==> src/rtl/core/dual_running_median_residual_macros.svh <==
// Assertion helpers for the running median block.
// DRMR_ASSERT checks outside reset, DRMR_ASSERT_ALWAYS also during reset.
`ifndef DUAL_RUNNING_MEDIAN_RESIDUAL_MACROS_SVH
`define DUAL_RUNNING_MEDIAN_RESIDUAL_MACROS_SVH
`ifndef SYNTH
`define DRMR_ASSERT(lbl, clk, rst_n, prop) \
	lbl: assert property (@(posedge clk) disable iff (!rst_n) prop) \
		else $error("drmr assertion failed");
`define DRMR_ASSERT_ALWAYS(lbl, clk, prop) \
	lbl: assert property (@(posedge clk) prop) \
		else $error("drmr assertion failed");
`else
`define DRMR_ASSERT(lbl, clk, rst_n, prop)
`define DRMR_ASSERT_ALWAYS(lbl, clk, prop)
`endif
`endif

==> src/rtl/core/drmr_pkg.sv <==
`timescale 1ns / 1ps
package drmr_pkg;

	localparam int SAMPLE_W       = 8;
	localparam int RES_W          = 9;
	localparam int LONG_HALF_DEF  = 24;
	localparam int SHORT_HALF_DEF = 14;

	typedef logic [SAMPLE_W-1:0] sample_t;
	typedef logic signed [RES_W-1:0] residual_t;

	// broadcast to every cell of a sorted chain
	typedef struct packed {
		logic    en;
		logic    fill;
		sample_t leaving;
		sample_t entering;
	} slide_ctl_t;

	// handed from a cell to its right neighbor
	typedef struct packed {
		sample_t rem;  // value here once the leaving sample is removed
		logic    le;   // rem <= entering (always low in the last cell)
	} link_t;

endpackage

==> src/rtl/core/drmr_cell.sv <==
`timescale 1ns / 1ps
module drmr_cell #(
	parameter bit FIRST = 1'b0,
	parameter bit LAST  = 1'b0
) (
	input  logic                 clk,
	input  drmr_pkg::slide_ctl_t ctl,
	input  drmr_pkg::link_t      left,
	input  drmr_pkg::sample_t    right_val,
	output drmr_pkg::sample_t    val,
	output drmr_pkg::link_t      link,
	output drmr_pkg::sample_t    nxt
);

	drmr_pkg::sample_t val_q;
	drmr_pkg::sample_t rem;
	logic              del;
	logic              le;
	logic              prev_le;

	// sorted store: every cell at or past the leaving copy pulls from the right
	assign del = (val_q >= ctl.leaving);
	assign rem = del ? right_val : val_q;
	assign le  = LAST ? 1'b0 : (rem <= ctl.entering);
	assign prev_le = FIRST ? 1'b1 : left.le;

	// insert after all equal values
	always_comb begin
		priority if (le) begin
			nxt = rem;
		end else if (prev_le) begin
			nxt = ctl.entering;
		end else begin
			nxt = left.rem;
		end
	end

	always_ff @(posedge clk) begin
		if (ctl.en) begin
			val_q <= ctl.fill ? ctl.entering : nxt;
		end
	end

	assign val      = val_q;
	assign link.rem = rem;
	assign link.le  = le;

endmodule

==> src/rtl/core/drmr_chain.sv <==
`timescale 1ns / 1ps
module drmr_chain #(
	parameter int HALF = drmr_pkg::LONG_HALF_DEF
) (
	input  logic                 clk,
	input  drmr_pkg::slide_ctl_t ctl,
	output drmr_pkg::sample_t    median_nxt
);

	localparam int LEN = 2 * HALF + 1;

	drmr_pkg::sample_t vals  [LEN];
	drmr_pkg::sample_t nxts  [LEN];
	drmr_pkg::link_t   links [LEN];

	for (genvar i = 0; i < LEN; i++) begin : g_cell
		drmr_pkg::link_t   left_in;
		drmr_pkg::sample_t right_in;

		if (i == 0) begin : g_head
			assign left_in = '0;
		end else begin : g_body
			assign left_in = links[i-1];
		end

		if (i == LEN - 1) begin : g_tail
			assign right_in = '0;
		end else begin : g_mid
			assign right_in = vals[i+1];
		end

		drmr_cell #(
			.FIRST (i == 0),
			.LAST  (i == LEN - 1)
		) u_cell (
			.clk       (clk),
			.ctl       (ctl),
			.left      (left_in),
			.right_val (right_in),
			.val       (vals[i]),
			.link      (links[i]),
			.nxt       (nxts[i])
		);
	end

	assign median_nxt = ctl.fill ? ctl.entering : nxts[HALF];

endmodule

==> src/rtl/core/dual_running_median_residual.sv <==
// Dual running median with residual.
// Input channel: sample_valid / sample_ready with an 8-bit sample.
// Output channel: result_valid / result_ready; each transfer carries the long
// and short window results (valid flag, median, 9-bit signed residual of the
// centre sample minus the median). One result per input sample.
// The result is in the output register in the cycle after the input
// transfer. Throughput: one sample per cycle while the receiver takes each
// result; both sorted chains drop the oldest sample and insert the new one
// together, each cell deciding from its own value and its two neighbors.
// A window reports valid once it has seen HALF samples beyond the first;
// until then its median and residual read as zero. The first sample pads
// both windows and the history.
// Reset clears the sample count and the output valid flag; the next sample
// is treated as the first one.
// While the receiver stalls, the result is held and sample_ready stays low
// until the held result is taken (or is taken in the same cycle).
`timescale 1ns / 1ps
`include "dual_running_median_residual_macros.svh"
module dual_running_median_residual #(
	parameter int LONG_HALF  = drmr_pkg::LONG_HALF_DEF,
	parameter int SHORT_HALF = drmr_pkg::SHORT_HALF_DEF
) (
	input  logic                  clk,
	input  logic                  arst_n,
	input  logic                  sample_valid,
	output logic                  sample_ready,
	input  drmr_pkg::sample_t     sample,
	output logic                  result_valid,
	input  logic                  result_ready,
	output logic                  long_valid,
	output drmr_pkg::sample_t     long_median,
	output drmr_pkg::residual_t   long_residual,
	output logic                  short_valid,
	output drmr_pkg::sample_t     short_median,
	output drmr_pkg::residual_t   short_residual
);

	localparam int LONG_WIN  = 2 * LONG_HALF + 1;
	localparam int SHORT_WIN = 2 * SHORT_HALF + 1;
	localparam int HIST_LEN  = (LONG_WIN > SHORT_WIN) ? LONG_WIN : SHORT_WIN;
	localparam int CNT_W     = $clog2(HIST_LEN + 1);

	drmr_pkg::sample_t   hist_q [HIST_LEN];
	logic [CNT_W-1:0]    seen_q;
	logic                result_valid_q;
	logic                long_valid_q;
	logic                short_valid_q;
	drmr_pkg::sample_t   long_median_q;
	drmr_pkg::sample_t   short_median_q;
	drmr_pkg::residual_t long_residual_q;
	drmr_pkg::residual_t short_residual_q;

	logic                 xfer;
	logic                 first;
	logic                 long_ok;
	logic                 short_ok;
	drmr_pkg::sample_t    long_centre;
	drmr_pkg::sample_t    short_centre;
	drmr_pkg::sample_t    long_med;
	drmr_pkg::sample_t    short_med;
	drmr_pkg::slide_ctl_t long_ctl;
	drmr_pkg::slide_ctl_t short_ctl;

	assign sample_ready = !result_valid_q || result_ready;
	assign xfer         = sample_valid && sample_ready;
	assign first        = (seen_q == '0);
	assign long_ok      = (seen_q >= CNT_W'(LONG_HALF));
	assign short_ok     = (seen_q >= CNT_W'(SHORT_HALF));

	// centre sample after this update
	assign long_centre  = first ? sample : hist_q[LONG_HALF-1];
	assign short_centre = first ? sample : hist_q[SHORT_HALF-1];

	assign long_ctl.en        = xfer;
	assign long_ctl.fill      = first;
	assign long_ctl.leaving   = hist_q[LONG_WIN-1];
	assign long_ctl.entering  = sample;
	assign short_ctl.en       = xfer;
	assign short_ctl.fill     = first;
	assign short_ctl.leaving  = hist_q[SHORT_WIN-1];
	assign short_ctl.entering = sample;

	drmr_chain #(.HALF(LONG_HALF)) u_long (
		.clk        (clk),
		.ctl        (long_ctl),
		.median_nxt (long_med)
	);

	drmr_chain #(.HALF(SHORT_HALF)) u_short (
		.clk        (clk),
		.ctl        (short_ctl),
		.median_nxt (short_med)
	);

	always_ff @(posedge clk) begin
		if (xfer) begin
			for (int i = 0; i < HIST_LEN; i++) begin
				if (first || i == 0) begin
					hist_q[i] <= sample;
				end else begin
					hist_q[i] <= hist_q[i-1];
				end
			end
		end
	end

	always_ff @(posedge clk or negedge arst_n) begin
		if (!arst_n) begin
			seen_q         <= '0;
			result_valid_q <= 1'b0;
		end else begin
			if (xfer && seen_q != CNT_W'(HIST_LEN)) begin
				seen_q <= seen_q + 1'b1;
			end
			if (xfer) begin
				result_valid_q <= 1'b1;
			end else if (result_ready) begin
				result_valid_q <= 1'b0;
			end
		end
	end

	always_ff @(posedge clk) begin
		if (xfer) begin
			long_valid_q    <= long_ok;
			short_valid_q   <= short_ok;
			long_median_q   <= long_ok ? long_med : '0;
			short_median_q  <= short_ok ? short_med : '0;
			long_residual_q <= long_ok
				? drmr_pkg::residual_t'({1'b0, long_centre} - {1'b0, long_med}) : '0;
			short_residual_q <= short_ok
				? drmr_pkg::residual_t'({1'b0, short_centre} - {1'b0, short_med}) : '0;
		end
	end

	assign result_valid   = result_valid_q;
	assign long_valid     = long_valid_q;
	assign short_valid    = short_valid_q;
	assign long_median    = long_median_q;
	assign short_median   = short_median_q;
	assign long_residual  = long_residual_q;
	assign short_residual = short_residual_q;

	`DRMR_ASSERT_ALWAYS(a_reset_clear, clk, !arst_n |=> (!result_valid_q && seen_q == '0))
	`DRMR_ASSERT(a_seen_sat, clk, arst_n, seen_q <= CNT_W'(HIST_LEN))
	`DRMR_ASSERT(a_first_count, clk, arst_n, (xfer && first) |=> (seen_q == CNT_W'(1)))
	`DRMR_ASSERT(a_xfer_result, clk, arst_n, xfer |=> result_valid_q)
	`DRMR_ASSERT(a_long_zero, clk, arst_n,
		(result_valid_q && !long_valid_q) |-> (long_median_q == '0 && long_residual_q == '0))
	`DRMR_ASSERT(a_short_first, clk, arst_n,
		(result_valid_q && long_valid_q && SHORT_HALF <= LONG_HALF) |-> short_valid_q)

endmodule
==> config.mk <==
export PLATFORM = sky130hd
export DESIGN_NAME = dual_running_median_residual
export DESIGN_NICKNAME = d
export VERILOG_FILES = /design/src/rtl/core/drmr_pkg.sv /design/src/rtl/core/drmr_cell.sv /design/src/rtl/core/drmr_chain.sv /design/src/rtl/core/dual_running_median_residual.sv
export VERILOG_INCLUDE_DIRS = /design/src /design/src/rtl/core
export SDC_FILE = /design/constraint.sdc
export NUM_CORES = 2
export LEC_CHECK = 0
export BUFFER_PORTS_ARGS = -buffer_cell sky130_fd_sc_hd__buf_4
export CAP_MARGIN = 20
export CORE_ASPECT_RATIO = 1.5
export CORE_MARGIN = 2
export CORE_UTILIZATION = 60
export DETAILED_ROUTE_END_ITERATION = 7
export PLACE_DENSITY = 0.76
export REMOVE_ABC_BUFFERS = 1
export SETUP_SLACK_MARGIN = 0.5
export SKIP_LAST_GASP = 1
export SYNTH_ARGS = -nofsm -noshare
export SYNTH_HDL_FRONTEND = slang
export SYNTH_HIERARCHICAL = 1
export SYNTH_SLANG_ARGS = --single-unit
==> constraint.sdc <==
create_clock -name clk -period 99.3 [get_ports clk]
set_input_delay 4.965 -clock clk [delete_from_list [all_inputs] [get_ports clk]]
set_output_delay 4.965 -clock clk [all_outputs]
set_load 0.01 [all_outputs]
After elaboration in Yosys (flattened, before gate mapping) --
Memories as Yosys holds them, arrays and structs flattened. Index checks and enable logic that the tools add are counted.
Storage, ports and cells: register bits 667, memories kept 1, word-level logic and storage cells 665, memory bits (writable) 392, input bits 12
Operators by class: eq/ne operators 1, muxes and demuxes 366, reduce and logical (&&, ||, !) cells 6, $add $sub $neg 3, bitwise logic cells 48, magnitude comparators 154
Memories:
- hist_q | depth 49, width 8, read ports 49, clocked after Yosys merged registers in 0, write ports 49, RTL line dual_running_median_residual.sv:43 | drmr_pkg::sample_t hist_q [HIST_LEN];
Operators by type and width (number):
- 2-to-1 mux 8 bit | 356
- greater-or-equal comparator 8 bit | 76
- <= comparator 8 bit | 76
- OR 1 bit | 48
- subtractor 8 x 8 -> 9 bit | 2
- 2-to-1 mux 1 bit | 10
- adder 6 x 1 -> 6 bit, second input constant | 1
- greater-or-equal comparator 6 x 4 -> 1 bit, second input constant | 1
- greater-or-equal comparator 6 x 5 -> 1 bit, second input constant | 1
- logical NOT 6 bit | 1
- != test 6 bit, second input constant | 1
- logical AND 1 bit | 2
- nonzero test 2 bit | 1
- logical NOT 1 bit | 1
- logical OR 1 bit | 1

Logic depth before layout (Yosys ltp) --
An unclocked memory read counts as a cell.
word-level depth 8, mapped depth 26, mapped depth without buffers 23

By module --
The synthesis kept the hierarchy.
Modules (own cells, without submodules):
- drmr_cell at u_long.g_cell[10].u_cell ... | cells an instance 125, times used 74, sequential area each 240.2 um^2, area each 1122.3 um^2
- dual_running_median_residual | cells an instance 1115, times used 1, sequential area each 13027.5 um^2, area each 17608.1 um^2
- drmr_cell at u_long.g_cell[0].u_cell ... | cells an instance 115, times used 2, sequential area each 240.2 um^2, area each 1097.3 um^2
- drmr_cell at u_long.g_cell[48].u_cell ... | cells an instance 62, times used 2, sequential area each 240.2 um^2, area each 740.7 um^2
- drmr_chain | cells an instance 10, times used 2, sequential area each 0.0 um^2, area each 135.1 um^2

Worst setup path after synthesis --
No wires, ideal clock.
path type input port to flip-flop, start input sample_valid, end register seen_q[1], stages on the path 4, buffers on the path 0, path slack 63696 ps, arrival 35479 ps, cells stage by stage inv_1 nor2_1 and2_1 mux2_2
Between the ends: word-level cells in the longest chain between the ends 2
Ends and longest elaborated chain:
- start, declared | RTL line dual_running_median_residual.sv:25 | input logic sample_valid,
- logical AND 1 bit | RTL line dual_running_median_residual.sv:65 | assign xfer = sample_valid && sample_ready;
- named net xfer | RTL line dual_running_median_residual.sv:53 | logic xfer;
- logical AND 1 bit | RTL line dual_running_median_residual.sv:112 | if (xfer && seen_q != CNT_W'(HIST_LEN)) begin
- end signal, assigned | RTL line dual_running_median_residual.sv:113 | seen_q <= seen_q + 1'b1;
- end, declared | RTL line dual_running_median_residual.sv:44 | logic [CNT_W-1:0] seen_q;
The timed path passes the listed nets, and every way through them passes these cells. A chain may end at the register's enable or synchronous reset.

Worst setup path in the final report --
start input result_ready, end output sample_ready
Between the ends: word-level cells in the longest chain between the ends 1
Ends and longest elaborated chain:
- start, declared | RTL line dual_running_median_residual.sv:29 | input logic result_ready,
- logical OR 1 bit | RTL line dual_running_median_residual.sv:64 | assign sample_ready = !result_valid_q || result_ready;
- end, declared | RTL line dual_running_median_residual.sv:26 | output logic sample_ready,
Every way passes these cells.

==> results.ini <==
[status]
status=finished, violations left
violations=design-rule violations

[timing]
setup_tns_ns=0
setup_violations=0
finalCritPeriodShare_pct=11.0
finalCriticalPeriod_ns=10.88
clock_skew_ns=0.0693
rsz0062_at_grt=no
drv_slew=0
maxSlewHeadroom_pct=23.4
fmax_ghz=0.0919
layout_setup_ws_ns=88.42
final-hold-violation-count=0
worstMarginPinSlew_ns=1.15

[floorplan]
rows=181
die_y_um=499
design.core.area_um2=162000
io_pins=50
initial_core_util_pct=60.5
die-width_um=334
die_area_um2=167000

[logic_synthesis]
syn_area_um2=98000
synthCells=10100
avgSynthCellArea_um2=9.73
yosys_warnings=6

[cts]
clk_pin_slew_worst_paths_ns=0.07
htree_levels=3
cts_tree=built
cts_hold_buffers=0
cts_resized=0
cts_made_buffers=105
clk_latency_ns=0.82
cts_root_buf=clkbuf_16
cts_buffer_depth=3
cts_setup_buffers=0
cts.sinks=1059

[layout]
areaGrowthSynthToFinish_pct=6.19
nets=11200
fin_area_um2=104000
drive_gt1_share_pct=8.89
num-fill-cells=12800

[global_route]
grt.total_usage_pct=30.1
grt_pass1_wl_um=410000
grt_pass1_vias=79600
grt_max_degree=167
grt-ovfl-total=0
antenna_found_initial=3

[job]
cap_violations=0

[detailed_routing]
drt_iter0_drc=6383
drc=4
wl_um=260000
viasPerCell=6.43
drt.antenna.violating_nets=0
first_pass_iters=8
vias=78300
wire_per_inst_um=21.3

[placement]
place_hpwl_um=177000
portBuffers=49
gp_congestion=0.894
post-place-ws_ns=88.43
dpl_cell_area_um2=100000

[critical_path]
cp-end-kind=output port
cp.arrival_ns=5.91
path_class=input port to output port
slowest_delay_ns=0.50
path_max_fanout=4
path_common_cell=buf_4
crit_chain=buf_4, nor2b_1, inv_1, buf_4
cp-start-kind=input port
cpMaxStageDelayCell=nor2b_1
required_ns=94.33

[min_path]
hp-class=flop to flop

stage by stage:
stage                     instances  util, %  hold slack, ns
final                         12200     64.2           0.489
after global routing          12200     64.2           0.499
after CTS                     12200     64.1           0.490
after detailed placement      12000     61.9           0.501
after global placement        12000     61.9           0.497
after floorplan                9677        -           0.487
critical path, delay by kind of cell:
family	cells	cell delay, ns
simple gates	1	0.50
buf+inv	3	0.45
area by class of cell:
class	instances	area, um2	area share [%]
Multi-Input combinational cell	6638	56900	54.7
Sequential cell	1059	31800	30.5
Clock buffer	119	2680	2.57
Tap cell	2104	2630	2.53
Inverter	1980	7440	7.15
Antenna cell	4	10.0	0.00962
Timing Repair Buffer	202	1740	1.67
Clock inverter	75	908	0.873
worst paths after layout:
| check | start | endpoint | slack (ns) | cells past startpoint |
|---|---|---|---|---|
| hold reg to reg | hist_q[36][4]$_DFFE_PP_ | hist_q[37][4]$_DFFE_PP_ | 0.49 | 1 |
| max in group asynchronous | arst_n | seen_q[3]$_DFFE_PN0P_ | 95.21 | 1 |
| min in group asynchronous | arst_n | result_valid$_DFFE_PN0P_ | 3.96 | 1 |
| hold / removal | hist_q[36][4]$_DFFE_PP_ | hist_q[37][4]$_DFFE_PP_ | 0.49 | 1 |
| setup reg to reg | hist_q[48][1]$_DFFE_PP_ | long_residual[6]$_SDFFCE_PN0P_ | 92.70 | 24 |
| setup / recovery | result_ready | sample_ready | 88.42 | 4 |
layer usage:
| metal | track usage (%) | up-vias | share of wire, % |
|---|---|---|---|
| met4 | 17.8 | 0 | 5.8 |
| met3 | 3.40 | 970 | 5.4 |
| met2 | 54.3 | 2999 | 51 |
| li1 | - | 36500 | - |
| met5 | 0 | - | 0 |
| met1 | 34.0 | 37900 | 38 |
registers in the layout (all words and copies together), names as in the netlist:
name	flops
hist_q	392
long_median	8
long_residual	9
long_valid	1
result_valid	1
seen_q	6
short_median	8
short_residual	9
short_valid	1
u_long/g_cell.u_cell/val	392
u_short/g_cell.u_cell/val	232
placed cells by master (no fill, tap or decap), types with 80 or more instances in the layout:
master,n
inv_1,1829
ha_1,1235
mux2i_1,1207
edfxtp_1,1052
a21oi_1,826
nand2_1,729
o32ai_1,592
a21o_1,389
o21ai_0,231
buf_4,182
nand4_1,155
clkbuf_16,105
nor2_1,103
clkinv_1,94
a211oi_1,86
o21a_1,80
Power is not shown: default switching activity piles up to over one toggle a cycle in this logic, so the estimate is an artifact.
